`src/design/yft_pkg.sv`:
```
`timescale 1ns / 1ps
// ----------------------------------------------------------------------------
// yft_pkg
// Shared sizes, types and helpers of the Yee field trilinear gather block.
// ----------------------------------------------------------------------------
package yft_pkg;

  localparam int GRID_X    = 16;
  localparam int GRID_Y    = 16;
  localparam int GRID_Z    = 16;
  localparam int FRAC_BITS = 16;

  localparam int CELLS   = GRID_X * GRID_Y * GRID_Z;
  localparam int AW      = $clog2(CELLS);
  localparam int XW      = $clog2(GRID_X);
  localparam int YW      = $clog2(GRID_Y);
  localparam int ZW      = $clog2(GRID_Z);
  localparam int NCOMP   = 6;
  localparam int NCORNER = 8;
  localparam int ACC_W   = 34;
  localparam int PROD_W  = 34 + FRAC_BITS;

  typedef enum logic [2:0] {
    ST_IDLE,
    ST_READ,
    ST_DRAIN,
    ST_LOAD,
    ST_MUL,
    ST_ADD,
    ST_OUT
  } yft_state_e;

  typedef enum logic [1:0] {
    CFG_ORIGIN_X,
    CFG_ORIGIN_Y,
    CFG_ORIGIN_Z
  } cfg_reg_e;

  typedef struct packed {
    logic       load;
    logic       mul;
    logic       add;
    logic [2:0] widx;
  } lerp_ctrl_t;

  function automatic logic [AW-1:0] addr_of(input logic [XW-1:0] x,
                                            input logic [YW-1:0] y,
                                            input logic [ZW-1:0] z);
    logic [AW-1:0] xy;
    xy = AW'(x) * AW'(GRID_Y) + AW'(y);
    return xy * AW'(GRID_Z) + AW'(z);
  endfunction

  // axes over which a component is averaged, bit 0 = x, 1 = y, 2 = z
  function automatic logic [2:0] avg_mask(input int n);
    logic [2:0] m;
    case (n)
      0:       m = 3'b001;
      1:       m = 3'b010;
      2:       m = 3'b100;
      3:       m = 3'b110;
      4:       m = 3'b101;
      default: m = 3'b011;
    endcase
    return m;
  endfunction

  // does the cell at offset o (0..2 = -1..+1) feed corner k = {c,b,a}
  function automatic logic acc_hit(input int n, input int k,
                                   input logic [1:0] ox, input logic [1:0] oy,
                                   input logic [1:0] oz);
    logic [2:0] m;
    logic [1:0] ca, cb, cc;
    logic       hx, hy, hz;
    m  = avg_mask(n);
    ca = (k % 2 == 1) ? 2'd1 : 2'd0;
    cb = ((k / 2) % 2 == 1) ? 2'd1 : 2'd0;
    cc = ((k / 4) % 2 == 1) ? 2'd1 : 2'd0;
    hx = (ox == ca + 2'd1) || (m[0] && ox == ca);
    hy = (oy == cb + 2'd1) || (m[1] && oy == cb);
    hz = (oz == cc + 2'd1) || (m[2] && oz == cc);
    return hx && hy && hz;
  endfunction

endpackage

```
`src/design/yft_lerp.sv`:
```
`timescale 1ns / 1ps
// ----------------------------------------------------------------------------
// yft_lerp
// One component lane: eight corner means in a queue, reduced by seven lerps.
// ----------------------------------------------------------------------------
module yft_lerp (
  input  logic                          clk_i,
  input  logic                          rst_ni,
  input  yft_pkg::lerp_ctrl_t           ctrl_i,
  input  logic signed [31:0]            mean_i [yft_pkg::NCORNER],
  input  logic [yft_pkg::FRAC_BITS-1:0] frac_i,
  output logic signed [31:0]            res_o
);

  logic signed [31:0]                 q_q [yft_pkg::NCORNER];
  logic signed [31:0]                 a_q;
  logic signed [yft_pkg::PROD_W-1:0]  prod_q;
  logic signed [32:0]                 diff;
  logic signed [33:0]                 sum;
  logic                               busy_q;

  assign diff = {q_q[1][31], q_q[1]} - {q_q[0][31], q_q[0]};
  assign sum  = {{2{a_q[31]}}, a_q} + prod_q[yft_pkg::FRAC_BITS +: 34];

  // pairs sit at the head; each lerp pops two and writes its result behind
  always_ff @(posedge clk_i) begin
    if (ctrl_i.load) begin
      q_q <= mean_i;
    end else begin
      if (ctrl_i.mul) begin
        for (int i = 0; i < yft_pkg::NCORNER - 2; i++) begin
          q_q[i] <= q_q[i+2];
        end
        a_q    <= q_q[0];
        prod_q <= yft_pkg::PROD_W'(diff) * yft_pkg::PROD_W'($signed({1'b0, frac_i}));
      end
      if (ctrl_i.add) begin
        q_q[ctrl_i.widx] <= sum[31:0];
      end
    end
  end

  always_ff @(posedge clk_i or negedge rst_ni) begin
    if (!rst_ni) begin
      busy_q <= 1'b0;
    end else if (ctrl_i.load || ctrl_i.mul) begin
      busy_q <= 1'b1;
    end else if (ctrl_i.add && ctrl_i.widx == 3'd0) begin
      busy_q <= 1'b0;
    end
  end

  assign res_o = q_q[0];

  a_add_after_mul: assert property (@(posedge clk_i) disable iff (!rst_ni)
    ctrl_i.add |-> $past(ctrl_i.mul)) else $error("lerp add without product");
  a_no_mul_add: assert property (@(posedge clk_i) disable iff (!rst_ni)
    !(ctrl_i.mul && ctrl_i.add)) else $error("lerp mul and add together");
  a_busy_step: assert property (@(posedge clk_i) disable iff (!rst_ni)
    ctrl_i.mul |-> busy_q) else $error("lerp step without loaded queue");

endmodule
```
`config.mk`:
```
export PLATFORM = sky130hd
export DESIGN_NAME = yft_lerp
export DESIGN_NICKNAME = d
export VERILOG_FILES = /design/src/design/yft_pkg.sv /design/src/design/yft_lerp.sv
export SDC_FILE = /design/constraint.sdc
export NUM_CORES = 2
export LEC_CHECK = 0
export BUFFER_PORTS_ARGS = -buffer_cell sky130_fd_sc_hd__buf_4
export CAP_MARGIN = 20
export CORE_ASPECT_RATIO = 0.6
export CORE_MARGIN = 8
export CORE_UTILIZATION = 28
export DETAILED_ROUTE_END_ITERATION = 16
export GPL_ROUTABILITY_DRIVEN = 0
export SYNTH_ARGS = -nofsm -noshare
export SYNTH_HDL_FRONTEND = slang
export SYNTH_SLANG_ARGS = --single-unit
```
`constraint.sdc`:
```
create_clock -name clk_i -period 10.4 [get_ports clk_i]
set_clock_uncertainty 0.05 [all_clocks]
set_input_delay 1.04 -clock clk_i [delete_from_list [all_inputs] [get_ports clk_i]]
set_output_delay 1.04 -clock clk_i [all_outputs]
set_load 0.03 [all_outputs]
```
==> flow_summary.json <==
{
  "ff_latch_area_sq_um": 7690,
  "synth_flop_cell": "dfxtp_1",
  "grt-ovfl-total": 0,
  "antenna_found_initial": 11,
  "max_slew_margin_pct": 20.0,
  "crit_arrival_ns": 10.26,
  "ios": 312,
  "max_freq_ghz": 0.0999,
  "drt_iter0_drc": 2658,
  "n_fill_cell": 13600,
  "grt_use_total_pct": 16.5,
  "post-route-util_pct": 32.1,
  "cpMaxStageDelayCell": "dfxtp_1",
  "wirelength_microns": 122000,
  "grt_max_degree": 187,
  "yosysWarnings": 0,
  "run_status": "finished clean",
  "grt_pass1_wl_microns": 188000,
  "period_needed_ns": 10.01,
  "path_max_fanout": 16,
  "clk_path_buf_depth": 3,
  "syn_to_final_growth_pct": 13.9,
  "drv_slew": 0,
  "worstMarginPinSlew_ns": 1.19,
  "numClockSinks": 320,
  "design.die.area_sq_um": 144000,
  "wl_per_cell_microns": 19.9,
  "finalHoldViolCount": 0,
  "clkTransAtPathRegs_ns": 0.07,
  "rows": 103,
  "via_per_inst": 4.93,
  "multi_input_area_sq_um": 25700,
  "yosysUniqueCellTypes": 70,
  "synthCells": 4253,
  "start_kind": "flip-flop",
  "grt_pass1_vias": 30600,
  "setup_violations": 0,
  "ys_seq_area_share_pct": 20.8,
  "critPathKind": "flip-flop to flip-flop",
  "die_w_microns": 485,
  "synth_area_per_cell_sq_um": 8.67,
  "vias": 30300,
  "dp.final_hpwl_microns": 95400,
  "crit_path_frequent_cell": "fa_1",
  "cts_tree": "yes",
  "hold_class": "flip-flop to flip-flop",
  "dp.cells": 6076,
  "cts_buffers": 27,
  "layout-drive-gt1-share_pct": 11.2,
  "ys_ff_latch": 320,
  "netlist_area_sq_um": 36900,
  "cap_violations": 0,
  "coreArea_sq_um": 131000,
  "cts-root-buf": "clkbuf_16",
  "die_h_microns": 297,
  "finalCritPeriodShare_pct": 96.3,
  "rsz0062_at_grt": "false",
  "instances_no_fill": 6140,
  "worstSkewPairLatency_ns": 0.59,
  "ys_async_sr_fraction_pct": 0,
  "cp-end-kind": "flip-flop",
  "syn_nets": 5194,
  "drtPass1Iterations": 5,
  "fin_setup_tns_ns": 0,
  "initial_utilization_pct": 28.1,
  "pre_cts_ws_ns": 0.686,
  "required_ns": 10.65,
  "io_buffers": 310,
  "cts_htree_levels": 1,
  "synth-edff-count": 128,
  "cp_slowest_stage_delay_ns": 0.58,
  "nets": 5324,
  "drc": 0,
  "setup_ws_ns": 0.386,
  "postRouteAntennaNets": 0
}
==> critical path, delay by kind of cell (launching register included) <==
kind                       cells  cell delay, ns
AOI/OAI and AO/OA             11            2.97
adders and majority gates      8            3.95
and+or+nand+nor                5            1.24
DFF                            1            0.58
xor gates and xnor gates       2            0.25
buffers and inverters          7            0.68
==> state kept, by name, summed over array words and instances (netlist names) <==
signal,cells
prod_q,32
q_q,224
res_o,32
a_q,32
==> layout by cell type, fill, tap and decap left out, types with 24 or more instances in the layout <==
cell type	count
inv_1	642
mux2i_1	191
nor2_1	197
clkbuf_16	27
a22o_1	46
a21o_1	44
nand4_1	31
nand3_1	70
fa_1	485
ha_1	176
a221oi_1	24
o211ai_1	33
nor2b_1	75
xor2_1	31
and2_1	213
a21oi_1	240
nand2_1	567
buf_4	384
xnor2_1	53
a311oi_1	30
edfxtp_1	128
a2111oi_0	27
and3_1	24
o21ai_0	217
nand2b_1	36
dfxtp_1	192
==> per-stage QoR <==
step	instance area (sq um)	hold slack, ns
6_report	42000	0.406
4_1_cts	41800	0.408
3_3_place_gp	40900	0.394
2_1_floorplan	36900	0.381
5_1_grt	42000	0.438
3_5_place_dp	40900	0.402
==> final timing paths <==
| kind | start | end | slack (ns) | cells after the start |
|---|---|---|---|---|
| hold / removal | res_o[17] | a_q[17] | 0.41 | 0 |
| setup reg to reg | res_o[16] | prod_q[47] | 0.39 | 33 |
| setup / recovery | res_o[16] | prod_q[47] | 0.39 | 33 |
| hold reg to reg | res_o[17] | a_q[17] | 0.41 | 0 |
==> final cells by class <==
type / instances / share of cell area (%)
multi-input combinational: 2995 / 61.3
clock buffer: 33 / 1.71
clock inverter: 16 / 0.408
timing repair buffer: 396 / 7.39
antenna: 5 / 0.0298
tap: 1732 / 5.16
inverter: 643 / 5.74
sequential: 320 / 18.3
==> repair_timing <==
item | CTS | global route
endpoints found under the setup margin | 0 | 2
hold buffers | 0 | 0
resized for setup | 0 | 1
setup buffers | 0 | 0
==> per-layer routing <==
layer	up-vias	GRT usage, %	routed length, microns
li1	14000	-	-
met1	15100	24.5	57200
met2	1108	24.6	52500
met3	100	3.84	10800
met4	0	2.79	1930
met5	-	0	0
==> cells in the mapped netlist (10+ instances only) <==
library cell	count	area, sq um
dfxtp_1	192	3840
buf_1	17	63.8
and3_1	24	150
nor2b_1	77	482
inv_1	642	2410
edfxtp_1	128	3840
o21ai_0	217	1090
buf_2	10	50.1
a221oi_1	24	210
nand2b_1	38	238
a311oi_1	30	263
a21oi_1	242	1210
nand2_1	567	2130
o21bai_1	13	97.6
buf_4	33	248
a22o_1	46	403
nor2_1	203	762
nand3_1	70	350
a2111oi_0	27	236
a211oi_1	12	90.1
xnor2_1	64	561
ha_1	176	2200
a21o_1	44	330
o211ai_1	33	248
nand4_1	31	194
clkbuf_1	234	878
and2_1	213	1330
nor3b_1	11	82.6
fa_1	485	9710
xor2_1	37	324
nor3_1	17	85.1
nor4_1	11	68.8
mux2i_1	191	1910
o31ai_1	14	105
o21a_1	12	90.1
==> logic make-up (layout without fill, tap and decap cells) <==
| logic type | count (synthesis) | count (layout) | share of synthesized area, % |
|---|---|---|---|
| buffers and inverters | 938 | 1088 | 9.94 |
| muxes | 191 | 191 | 5.18 |
| xor gates and xnor gates | 101 | 101 | 2.40 |
| DFF | 320 | 320 | 20.8 |
| adders and majority gates | 665 | 665 | 32.4 |
| AOI/OAI and AO/OA | 759 | 759 | 12.9 |
| and+or+nand+nor | 1279 | 1279 | 16.3 |
| other | 0 | 5 | 0 |
Power is not shown: default switching activity piles up to over one toggle a cycle in this logic, so the estimate is an artifact.
